**src/rtl/utf8_lsi_pkg.sv**
```systemverilog
// Package for the UTF-8 line start index: constants, codes and shared types.
package utf8_lsi_pkg;

  localparam int unsigned MaxLines = 4096;
  localparam int unsigned IdxW     = $clog2(MaxLines);
  localparam int unsigned CntW     = IdxW + 1;

  typedef enum logic [1:0] {
    FUNC_START = 2'd0,
    FUNC_BYTE  = 2'd1,
    FUNC_END   = 2'd2,
    FUNC_QUERY = 2'd3
  } func_e;

  typedef enum logic {
    KIND_LINE   = 1'b0,
    KIND_LOOKUP = 1'b1
  } kind_e;

  localparam logic CfgStartChar = 1'b0;
  localparam logic CfgStartByte = 1'b1;

  // One table write request from the scanner.
  typedef struct packed {
    logic            we;
    logic [IdxW-1:0] addr;
    logic [31:0]     char_ofs;
    logic [31:0]     byte_ofs;
  } tbl_wr_t;

  // One result item.
  typedef struct packed {
    logic        kind;
    logic [11:0] line_index;
    logic        found;
    logic [31:0] line_char_offset;
    logic [31:0] line_byte_offset;
    logic        table_full;
  } res_t;

  typedef enum logic [1:0] {
    ST_IDLE   = 2'd0,
    ST_SEARCH = 2'd1,
    ST_WAIT   = 2'd2,
    ST_FINAL  = 2'd3
  } srch_state_e;

endpackage

```
**src/rtl/utf8_lsi_search.sv**
```systemverilog
// Binary search over the line start table, one probe per memory read.
module utf8_lsi_search (
  input  logic                  clk_i,
  input  logic                  rst_ni,
  input  logic                  start_i,
  input  logic [31:0]           query_i,
  input  logic [utf8_lsi_pkg::CntW-1:0] count_i,
  input  logic                  ovf_i,
  input  logic [31:0]           rd_char_i,
  input  logic [31:0]           rd_byte_i,
  output logic [utf8_lsi_pkg::IdxW-1:0] rd_addr_o,
  output logic                  busy_o,
  output logic                  done_o,
  output utf8_lsi_pkg::res_t    res_o
);
  import utf8_lsi_pkg::*;

  srch_state_e st_q, st_d;
  logic [CntW-1:0] lo_q, lo_d, hi_q, hi_d, mid_q, mid_d;
  logic [31:0] q_q, q_d;

  always_ff @(posedge clk_i or negedge rst_ni) begin
    if (!rst_ni) begin
      st_q <= ST_IDLE; lo_q <= '0; hi_q <= '0; mid_q <= '0;
    end else begin
      st_q <= st_d; lo_q <= lo_d; hi_q <= hi_d; mid_q <= mid_d;
    end
  end

  always_ff @(posedge clk_i) q_q <= q_d;

  // Next state: read mid, wait in ST_WAIT for the registered read data, narrow the range.
  always_comb begin
    logic [CntW-1:0] m;
    st_d = st_q; lo_d = lo_q; hi_d = hi_q; mid_d = mid_q; q_d = q_q;
    m = '0;
    case (st_q)
      ST_IDLE: if (start_i) begin
        q_d = query_i; lo_d = '0; hi_d = count_i; st_d = ST_SEARCH;
      end
      ST_SEARCH: begin
        if (lo_q < hi_q) begin
          m = lo_q + ((hi_q - lo_q) >> 1);
          mid_d = m; st_d = ST_WAIT;
        end else begin
          mid_d = lo_q - 1'b1; st_d = ST_FINAL;
        end
      end
      ST_WAIT: begin
        if (rd_char_i <= q_q) lo_d = mid_q + 1'b1;
        else hi_d = mid_q;
        st_d = ST_SEARCH;
      end
      ST_FINAL: st_d = ST_IDLE;
      default: st_d = ST_IDLE;
    endcase
  end

  // Outputs.
  always_comb begin
    rd_addr_o = mid_d[IdxW-1:0];
    busy_o = (st_q != ST_IDLE);
    done_o = (st_q == ST_FINAL);
    res_o.kind = KIND_LOOKUP;
    res_o.table_full = ovf_i;
    if (lo_q == '0) begin
      res_o.found = 1'b0; res_o.line_index = '0;
      res_o.line_char_offset = '0; res_o.line_byte_offset = '0;
    end else begin
      res_o.found = 1'b1; res_o.line_index = 12'(mid_q);
      res_o.line_char_offset = rd_char_i; res_o.line_byte_offset = rd_byte_i;
    end
  end

endmodule

```
**config.mk**
```make
export PLATFORM = sky130hd
export DESIGN_NAME = utf8_lsi_search
export DESIGN_NICKNAME = d
export VERILOG_FILES = /design/src/rtl/utf8_lsi_pkg.sv /design/src/rtl/utf8_lsi_search.sv
export SDC_FILE = /design/constraint.sdc
export NUM_CORES = 1
export LEC_CHECK = 0
export BUFFER_PORTS_ARGS = -buffer_cell sky130_fd_sc_hd__buf_2
export CORE_MARGIN = 2
export CORE_UTILIZATION = 50
export DETAILED_ROUTE_END_ITERATION = 16
export GPL_ROUTABILITY_DRIVEN = 0
export PLACE_DENSITY = 0.82
export SLEW_MARGIN = 20
export SYNTH_ARGS = -nofsm -noshare
export SYNTH_HDL_FRONTEND = slang
export SYNTH_SLANG_ARGS = --single-unit
export TNS_END_PERCENT = 1
```
**constraint.sdc**
```tcl
create_clock -name clk_i -period 6.5 [get_ports clk_i]
set_clock_uncertainty 0.1 [all_clocks]
set_input_delay 0.325 -clock clk_i [delete_from_list [all_inputs] [get_ports clk_i]]
set_output_delay 0.325 -clock clk_i [all_outputs]
set_load 0.03 [all_outputs]
```
==> reports/summary.json, run 1 <==
{
  "detail_route.vias_per_cell": 5.55,
  "clock-root-buffer": "sky130_fd_sc_hd__clkbuf_16",
  "critPathSlowestCell": "sky130_fd_sc_hd__o31a_1",
  "drive_above_1_share_pct": 26.4,
  "worstReg2RegStart": "lo_q[1]$_DFFE_PN0P_",
  "tritoncts.num_buffers": 9,
  "grt_max_degree": 78,
  "synth-warning-count": 0,
  "timing.setup.tns_ns": 0,
  "maxCapViolations": 0,
  "die_w_um": 116,
  "post-cts-setup-buffers": 0,
  "finalSetupViolCount": 0,
  "timing.final.max_slew_violations": 0,
  "min_period_over_period_pct": 82.0,
  "antenna_found_initial": 0,
  "post_synth_instance_area_um2": 6250,
  "cpLargestDelayFamily": "compound AO/OA/AOI/OAI gates",
  "dr_total_vias": 5961,
  "drt_wl_total_um": 17800,
  "worstPathCellList": "inv_1, ha_1, nor2b_1, o2111a_1, or2_1, o21ai_1, o211ai_1, o31a_1, nand2_1, ha_1, nor2b_1, o21ai_0, a21boi_0, o211ai_1, a21oi_1, o31ai_1, xor2_1, o21ai_0, buf_2",
  "critical_path_class": "reg -> out",
  "timing.max_slew.rel_slack_pct": 38.6,
  "fin_nets": 1075,
  "clk_latency_ns": 0.35,
  "initial_core_util_pct": 51.6,
  "holdPathStages": 1,
  "rsz_0062_raised_after_global_routing": "false",
  "tightest_slew_ns": 0.920,
  "critical_path.max_fanout": 12,
  "cts_tree": "done",
  "die_area_um2": 13400,
  "postRouteAntennaNets": 0,
  "worstHoldStart": "query_i[11]",
  "drt_iter0_drc": 344,
  "destination_of_the_worst_hold_path": "q_q[11]$_DFFE_PP_",
  "synth_enable_flop_cells": 32,
  "slowest_delay_ns": 0.42,
  "detailedPlacementHpwl_um": 13400,
  "reg2reg_slack_ns": 1.58,
  "netlist-cell-type-count": 67,
  "dieHeight_um": 116,
  "synth.net_count": 891,
  "detail_route.drc_violations": 0,
  "layout_min_cycle_time_ns": 5.33,
  "ioPinCount": 206,
  "fp-row-count": 40,
  "maximum_clock_rate_mhz": 188,
  "dr.pass1.iters": 5,
  "ys_seq_elements": 73,
  "postSynth.topFlopCell": "sky130_fd_sc_hd__dfrtp_1",
  "cp.required_ns": 6.07,
  "grt_pass1_wl_um": 27200,
  "worstPathBufferInverterCount": 2,
  "ys_async_sr_fraction_pct": 56.2,
  "port_buffers": 202,
  "most-common-layout-cells": "201 x sky130_fd_sc_hd__buf_2, 78 x sky130_fd_sc_hd__and2_1, 60 x sky130_fd_sc_hd__inv_1, 59 x sky130_fd_sc_hd__ha_1, 51 x sky130_fd_sc_hd__nand2_1",
  "syn_avg_cell_area_um2": 8.72,
  "endpoint_arrival_time_on_the_critical_path_ns": 4.91,
  "core_um2": 12100,
  "cts-root-to-sink-buffers": 2,
  "worst_r2r_path_depth": 19,
  "critPathLaunchType": "flip-flop",
  "gr-usage-all-layers_pct": 25.9,
  "flow.area_growth_from_synthesis_pct": 22.6,
  "synth_cells": 717,
  "endpoint_kind": "output port",
  "overflow": 0,
  "cts_num_sinks": 73,
  "min-delay-path-class": "in -> reg",
  "report.final.hold_viol_count": 0,
  "first_global_vias": 5481,
  "result_of_the_run": "finished, final reports clean",
  "most_common_library_cell_in_the_layout_ignoring_fill_and_taps": "sky130_fd_sc_hd__buf_2",
  "h-tree-depth": 3,
  "regToRegEndpoint": "mid_q[12]$_DFFE_PN0P_",
  "antennaDiodeCount": 0,
  "cts.reportedPaths.clkPinSlew_ns": 0.06,
  "ys_seq_area_share_pct": 31.8,
  "drt-wirelength-per-cell_um": 16.5
}
registers in the layout, summed over array words and instances, names as in the netlist:
name / cells
q_q: 32
hi_q: 13
lo_q: 13
mid_q: 13
st_q: 2
synthesized netlist by cell type, types with 3 or more instances:
| library cell | number | area (um^2) |
|---|---|---|
| sky130_fd_sc_hd__nand4_1 | 23 | 144 |
| sky130_fd_sc_hd__edfxtp_1 | 32 | 961 |
| sky130_fd_sc_hd__dfrtp_1 | 41 | 1030 |
| sky130_fd_sc_hd__or2_2 | 4 | 25.0 |
| sky130_fd_sc_hd__o31ai_1 | 3 | 22.5 |
| sky130_fd_sc_hd__a21oi_1 | 14 | 70.1 |
| sky130_fd_sc_hd__nor4_1 | 6 | 37.5 |
| sky130_fd_sc_hd__o21ai_0 | 33 | 165 |
| sky130_fd_sc_hd__nand2b_1 | 5 | 31.3 |
| sky130_fd_sc_hd__o31a_1 | 5 | 43.8 |
| sky130_fd_sc_hd__o211ai_1 | 19 | 143 |
| sky130_fd_sc_hd__and2_1 | 78 | 488 |
| sky130_fd_sc_hd__clkbuf_1 | 25 | 93.8 |
| sky130_fd_sc_hd__nand3_1 | 35 | 175 |
| sky130_fd_sc_hd__a211oi_1 | 6 | 45.0 |
| sky130_fd_sc_hd__ha_1 | 59 | 738 |
| sky130_fd_sc_hd__nand3b_1 | 4 | 30.0 |
| sky130_fd_sc_hd__nor3_1 | 14 | 70.1 |
| sky130_fd_sc_hd__nand2_1 | 51 | 191 |
| sky130_fd_sc_hd__mux2i_1 | 15 | 150 |
| sky130_fd_sc_hd__or3_1 | 5 | 31.3 |
| sky130_fd_sc_hd__inv_1 | 60 | 225 |
| sky130_fd_sc_hd__buf_2 | 3 | 15.0 |
| sky130_fd_sc_hd__xor2_1 | 17 | 149 |
| sky130_fd_sc_hd__and3_1 | 5 | 31.3 |
| sky130_fd_sc_hd__nor2_1 | 47 | 176 |
| sky130_fd_sc_hd__xnor2_1 | 12 | 105 |
| sky130_fd_sc_hd__nor2b_1 | 8 | 50.1 |
| sky130_fd_sc_hd__o21a_1 | 16 | 120 |
| sky130_fd_sc_hd__nor4bb_1 | 11 | 110 |
| sky130_fd_sc_hd__a21boi_0 | 3 | 22.5 |
| sky130_fd_sc_hd__a21o_1 | 11 | 82.6 |
area by class of cell:
cell class                 count  area (um^2)
clock buffer                   9          225
clock inverter                 7         77.6
fill                        1043         4440
inverter                      60          225
multi-input combinational    549         3880
sequential                    73         1990
tap                          168          210
timing repair buffer         208         1060
cells by family after synthesis:
group,after synthesis,share of synthesized area (%)
other,1,0.0600
XOR/XNOR,30,4.32
adder cells (fa/ha/maj),61,12.4
flip-flops,73,31.8
multiplexers,17,2.76
AO/OA/AOI/OAI,133,15.2
buffers and inverters,95,6.14
AND/OR/NAND/NOR,307,27.3
layer usage:
layer,global-route usage (%),wire [um]
met5,0,0
met4,11.2,574
met3,4.71,1080
met2,44.0,8730
met1,32.5,7370
metrics by stage:
step	cells	util, %	hold slack, ns	setup WS (ns)	area, um^2
detailed placement	1057	60.7	0.372	1.64	7350
floorplan	717	-	-0.0706	1.66	6250
global route	1074	63.3	0.0435	0.699	7670
global placement	1057	60.7	0.388	1.70	7350
CTS	1073	63.2	0.0439	1.23	7660
finish	1074	63.3	0.0508	1.17	7670
worst max path at each step:
stage | start | endpoint | slack (ns) | depth (start not counted)
2_1_floorplan | lo_q[1]$_DFFE_PN0P_ | rd_addr_o[10] | 1.66 | 18
3_3_place_gp | lo_q[1]$_DFFE_PN0P_ | rd_addr_o[10] | 1.70 | 18
3_5_place_dp | lo_q[1]$_DFFE_PN0P_ | rd_addr_o[11] | 1.64 | 19
4_1_cts | lo_q[1]$_DFFE_PN0P_ | rd_addr_o[11] | 1.23 | 19
5_1_grt | lo_q[1]$_DFFE_PN0P_ | rd_addr_o[11] | 0.70 | 19
6_report | lo_q[1]$_DFFE_PN0P_ | rd_addr_o[11] | 1.17 | 19
timing repair:
item,4_1_cts,5_1_grt
hold endpoints to repair,0,41
setup endpoints to repair,0,0
resized for setup,0,0
hold buffers,0,1
worst reg2reg max path, cell delays in order, from the launching register on:
cell and delay (ns):
sky130_fd_sc_hd__dfrtp_1 0.41, sky130_fd_sc_hd__inv_1 0.12, sky130_fd_sc_hd__ha_1 0.34, sky130_fd_sc_hd__nor2b_1 0.17, sky130_fd_sc_hd__o2111a_1 0.28, sky130_fd_sc_hd__or2_1 0.24
sky130_fd_sc_hd__o21ai_1 0.22, sky130_fd_sc_hd__o211ai_1 0.15, sky130_fd_sc_hd__o31a_1 0.42, sky130_fd_sc_hd__nand2_1 0.14, sky130_fd_sc_hd__ha_1 0.19, sky130_fd_sc_hd__fa_1 0.22
sky130_fd_sc_hd__nor2b_1 0.07, sky130_fd_sc_hd__o31a_1 0.27, sky130_fd_sc_hd__o41a_1 0.33, sky130_fd_sc_hd__a211oi_1 0.34, sky130_fd_sc_hd__a21oi_1 0.15, sky130_fd_sc_hd__xnor2_1 0.15
sky130_fd_sc_hd__or3_1 0.36, sky130_fd_sc_hd__a31oi_1 0.17
Power of run 1 is not shown: default switching activity piles up to over one toggle a cycle in this logic, so the estimate is an artifact.
==> run 2, diff against run 1 <==
--- a/config.mk
+++ b/config.mk
@@ -7,10 +7,10 @@
 export LEC_CHECK = 0
 export BUFFER_PORTS_ARGS = -buffer_cell sky130_fd_sc_hd__buf_2
 export CORE_MARGIN = 2
-export CORE_UTILIZATION = 50
+export CORE_UTILIZATION = 47
 export DETAILED_ROUTE_END_ITERATION = 16
 export GPL_ROUTABILITY_DRIVEN = 0
-export PLACE_DENSITY = 0.82
+export PLACE_DENSITY = 0.81
 export SLEW_MARGIN = 20
 export SYNTH_ARGS = -nofsm -noshare
 export SYNTH_HDL_FRONTEND = slang
==> constraint.sdc (replaced) <==
create_clock -name clk_i -period 4.8 [get_ports clk_i]
set_clock_uncertainty 0.1 [all_clocks]
set_input_delay 0.24 -clock clk_i [delete_from_list [all_inputs] [get_ports clk_i]]
set_output_delay 0.24 -clock clk_i [all_outputs]
set_load 0.03 [all_outputs]
==> run 2 against run 1 <==
The run now ends with negative hold slack, negative setup slack left. Worst hold slack worse by 0.090 ns. Via count is 4.3% higher. Non-clock buffer count is 44 higher. Final cell count up 4.8%. Core utilization decreased by 1.1 points. Worst setup slack lost 1.2 ns. Cell area rose by 6.6%. Clock-buffer cell count increased by 1. Global-route usage rose by 0.66 points. Sequential cell count unchanged. First-iteration DRC count is 0.29% higher. Register-to-register slack got worse by 1.4 ns.
==> reports/summary.json, run 2 (synthesized netlist as in run 1, its figures left out) <==
{
  "antennaDiodeCount": {"value": 0, "change": "unchanged"},
  "critical_path_class": {"value": "reg -> out", "change": "unchanged"},
  "post-place-ws": {"value": 0.0222, "unit": "ns", "change": "was 1.64 ns"},
  "cts-root-to-sink-buffers": {"value": 2, "change": "unchanged"},
  "drive_above_1_share": {"value": 29.2, "unit": "%", "change": "was 26.4%"},
  "cp.required": {"value": 4.46, "unit": "ns", "change": "was 6.07 ns"},
  "post-route-worst-setup-slack": {"value": -0.0120, "unit": "ns", "change": "was 1.17 ns"},
  "detail_route.drc_violations": {"value": 0, "change": "unchanged"},
  "clk_latency": {"value": 0.34, "unit": "ns", "change": "was 0.35 ns"},
  "drt_wl_total": {"value": 19400, "unit": "um", "change": "was 17800 um"},
  "layout_min_cycle_time_ns": 4.81,
  "dr_total_vias": {"value": 6216, "change": "was 5961"},
  "tritoncts.num_buffers": {"value": 9, "change": "unchanged"},
  "ioPinCount": {"value": 206, "change": "unchanged"},
  "rsz_0062_raised_after_global_routing": {"value": "true", "change": "was false"},
  "dieHeight": {"value": 119, "unit": "um", "change": "was 116 um"},
  "cts_tree": {"value": "done", "change": "unchanged"},
  "dr.pass1.iters": {"value": 4, "change": "was 5"},
  "maximum_clock_rate_mhz": 208,
  "fp-row-count": {"value": 42, "change": "was 40"},
  "violations": "negative hold slack, negative setup slack",
  "min-delay-path-class": {"value": "in -> async", "change": "was in -> reg"},
  "drt-wirelength-per-cell": {"value": 17.2, "unit": "um", "change": "was 16.5 um"},
  "flow.area_growth_from_synthesis": {"value": 30.7, "unit": "%", "change": "was 22.6%"},
  "result_of_the_run": {"value": "finished with violations", "change": "was finished, final reports clean"},
  "grt_pass1_wl": {"value": 30000, "unit": "um", "change": "was 27200 um"},
  "clock-root-buffer": {"value": "sky130_fd_sc_hd__clkbuf_16", "change": "unchanged"},
  "critical_path.max_fanout": {"value": 5, "change": "was 12"},
  "max_flop_register": {"value": "q_q", "change": "unchanged"},
  "timing.final.max_slew_violations": {"value": 0, "change": "unchanged"},
  "h-tree-depth": {"value": 3, "change": "unchanged"},
  "min_period_over_period_pct": 100,
  "antenna_found_initial": {"value": 1, "change": "was 0"},
  "report.final.hold_viol_count": {"value": 25, "change": "was 0"},
  "worstReg2RegStart": {"value": "lo_q[1]$_DFFE_PN0P_", "change": "unchanged"},
  "detail_route.vias_per_cell": {"value": 5.52, "change": "was 5.55"},
  "timing.max_slew.rel_slack": {"value": 32.3, "unit": "%", "change": "was 38.6%"},
  "worst_r2r_path_depth": {"value": 19, "change": "unchanged"},
  "die_w": {"value": 119, "unit": "um", "change": "was 116 um"},
  "critPathLaunchType": {"value": "flip-flop", "change": "unchanged"},
  "fin_nets": {"value": 1119, "change": "was 1075"},
  "gr-usage-all-layers": {"value": 26.6, "unit": "%", "change": "was 25.9%"},
  "port_buffers": {"value": 202, "change": "unchanged"},
  "finalSetupViolCount": {"value": 1, "change": "was 0"},
  "postRouteAntennaNets": {"value": 0, "change": "unchanged"},
  "most_common_library_cell_in_the_layout_ignoring_fill_and_taps": {"value": "sky130_fd_sc_hd__buf_2", "change": "unchanged"},
  "detailedPlacementHpwl": {"value": 14100, "unit": "um", "change": "was 13400 um"},
  "cts.reportedPaths.clkPinSlew": {"value": 0.06, "unit": "ns", "change": "about the same"},
  "endpoint_kind": {"value": "output port", "change": "unchanged"},
  "place_inst": {"value": 1068, "change": "was 1057"},
  "finalNonFillerCells": {"value": 1126, "change": "was 1074"},
  "reg2reg_slack": {"value": 0.17, "unit": "ns", "change": "was 1.58 ns"},
  "core": {"value": 13100, "unit": "um^2", "change": "was 12100 um^2"},
  "overflow": {"value": 0, "change": "unchanged"},
  "tightest_slew": {"value": 1.01, "unit": "ns", "change": "was 0.920 ns"},
  "worst_setup_path_startpoint": {"value": "lo_q[1]$_DFFE_PN0P_", "change": "unchanged"},
  "maxCapViolations": {"value": 0, "change": "unchanged"},
  "initial_core_util": {"value": 47.6, "unit": "%", "change": "was 51.6%"},
  "die_area": {"value": 14200, "unit": "um^2", "change": "was 13400 um^2"},
  "endpoint_arrival_time_on_the_critical_path": {"value": 4.47, "unit": "ns", "change": "was 4.91 ns"},
  "cts_num_sinks": {"value": 73, "change": "unchanged"},
  "regToRegEndpoint": {"value": "mid_q[12]$_DFFE_PN0P_", "change": "unchanged"},
  "most-common-layout-cells": {"value": "197 x sky130_fd_sc_hd__buf_2, 78 x sky130_fd_sc_hd__and2_1, 59 x sky130_fd_sc_hd__inv_1, 51 x sky130_fd_sc_hd__nand2_1, 50 x sky130_fd_sc_hd__ha_1", "change": "was 201 x sky130_fd_sc_hd__buf_2, 78 x sky130_fd_sc_hd__and2_1, 60 x sky130_fd_sc_hd__inv_1, 59 x sky130_fd_sc_hd__ha_1, 51 x sky130_fd_sc_hd__nand2_1"},
  "drt_iter0_drc": {"value": 345, "change": "was 344"},
  "largest_register_ff_count": {"value": 32, "change": "unchanged"},
  "placedInstanceArea": {"value": 7390, "unit": "um^2", "change": "was 7350 um^2"},
  "hold_slack": {"value": -0.0390, "unit": "ns", "change": "was 0.0508 ns"},
  "fin_area": {"value": 8170, "unit": "um^2", "change": "was 7670 um^2"},
  "first_global_vias": {"value": 5921, "change": "was 5481"},
  "grt_max_degree": {"value": 78, "change": "unchanged"}
}
-- run 2: critical path: stages (launching register included) --
cell	delay [ns]
sky130_fd_sc_hd__dfrtp_2	0.44
sky130_fd_sc_hd__inv_2	0.09
sky130_fd_sc_hd__ha_4	0.20
sky130_fd_sc_hd__nor2b_4	0.13
sky130_fd_sc_hd__o2111a_1	0.27
sky130_fd_sc_hd__or2_1	0.26
sky130_fd_sc_hd__o21ai_2	0.16
sky130_fd_sc_hd__o211ai_1	0.13
sky130_fd_sc_hd__o31a_1	0.37
sky130_fd_sc_hd__nand2_1	0.10
sky130_fd_sc_hd__ha_2	0.20
sky130_fd_sc_hd__fa_2	0.23
sky130_fd_sc_hd__nor2b_2	0.05
sky130_fd_sc_hd__o31a_1	0.31
sky130_fd_sc_hd__o41a_1	0.41
sky130_fd_sc_hd__a211oi_2	0.29
sky130_fd_sc_hd__xor2_1	0.19
sky130_fd_sc_hd__o21ai_1	0.10
sky130_fd_sc_hd__buf_4	0.21
-- run 2: per-layer routing --
layer  part of all wire (%)  GRT usage (%)  vias to the layer above
met5                  0.077              0                        -
li1                       -              -                     3007
met1                     41           33.7                     2923
met4                    3.2           9.41                        2
met3                    6.2           5.41                       52
met2                     49           45.1                      232
-- run 2: layout make-up --
class	instances	area [um^2]
Clock inverter	6	35.0
Timing Repair Buffer	252	1480
Sequential cell	73	1990
Clock buffer	10	229
Multi-Input combinational cell	549	3990
Inverter	60	225
Fill cell	1076	4970
Tap cell	176	220
-- run 2: timing repair --
| item | CTS | global route |
|---|---|---|
| pin swaps | 4 | 15 |
| endpoints found under the setup margin | 6 | 8 |
| resized for setup | 14 | 24 |
| hold buffers | 31 | 1 |
| setup buffers | 2 | 8 |
| endpoints found under the hold margin | 31 | 1 |
-- run 2: metrics by stage --
step | util, % | TNS, ns
final | 62.2 | -0.0120
after detailed placement | 56.2 | 0
after CTS | 60.9 | -0.0463
after global routing | 62.2 | -0.792
after global placement | 56.2 | 0
after floorplan | - | 0
-- run 2: worst max-delay path by stage --
stage | slack, ns | depth (start not counted) | end
global route | -0.21 | 18 | rd_addr_o[10]
finish | -0.01 | 18 | rd_addr_o[10]
CTS | -0.03 | 16 | rd_addr_o[11]
detailed placement | 0.02 | 17 | mid_q[12]$_DFFE_PN0P_
floorplan | 0.05 | 18 | rd_addr_o[10]
global placement | 0.11 | 17 | mid_q[12]$_DFFE_PN0P_
Power of run 2 is left out for the same reason.
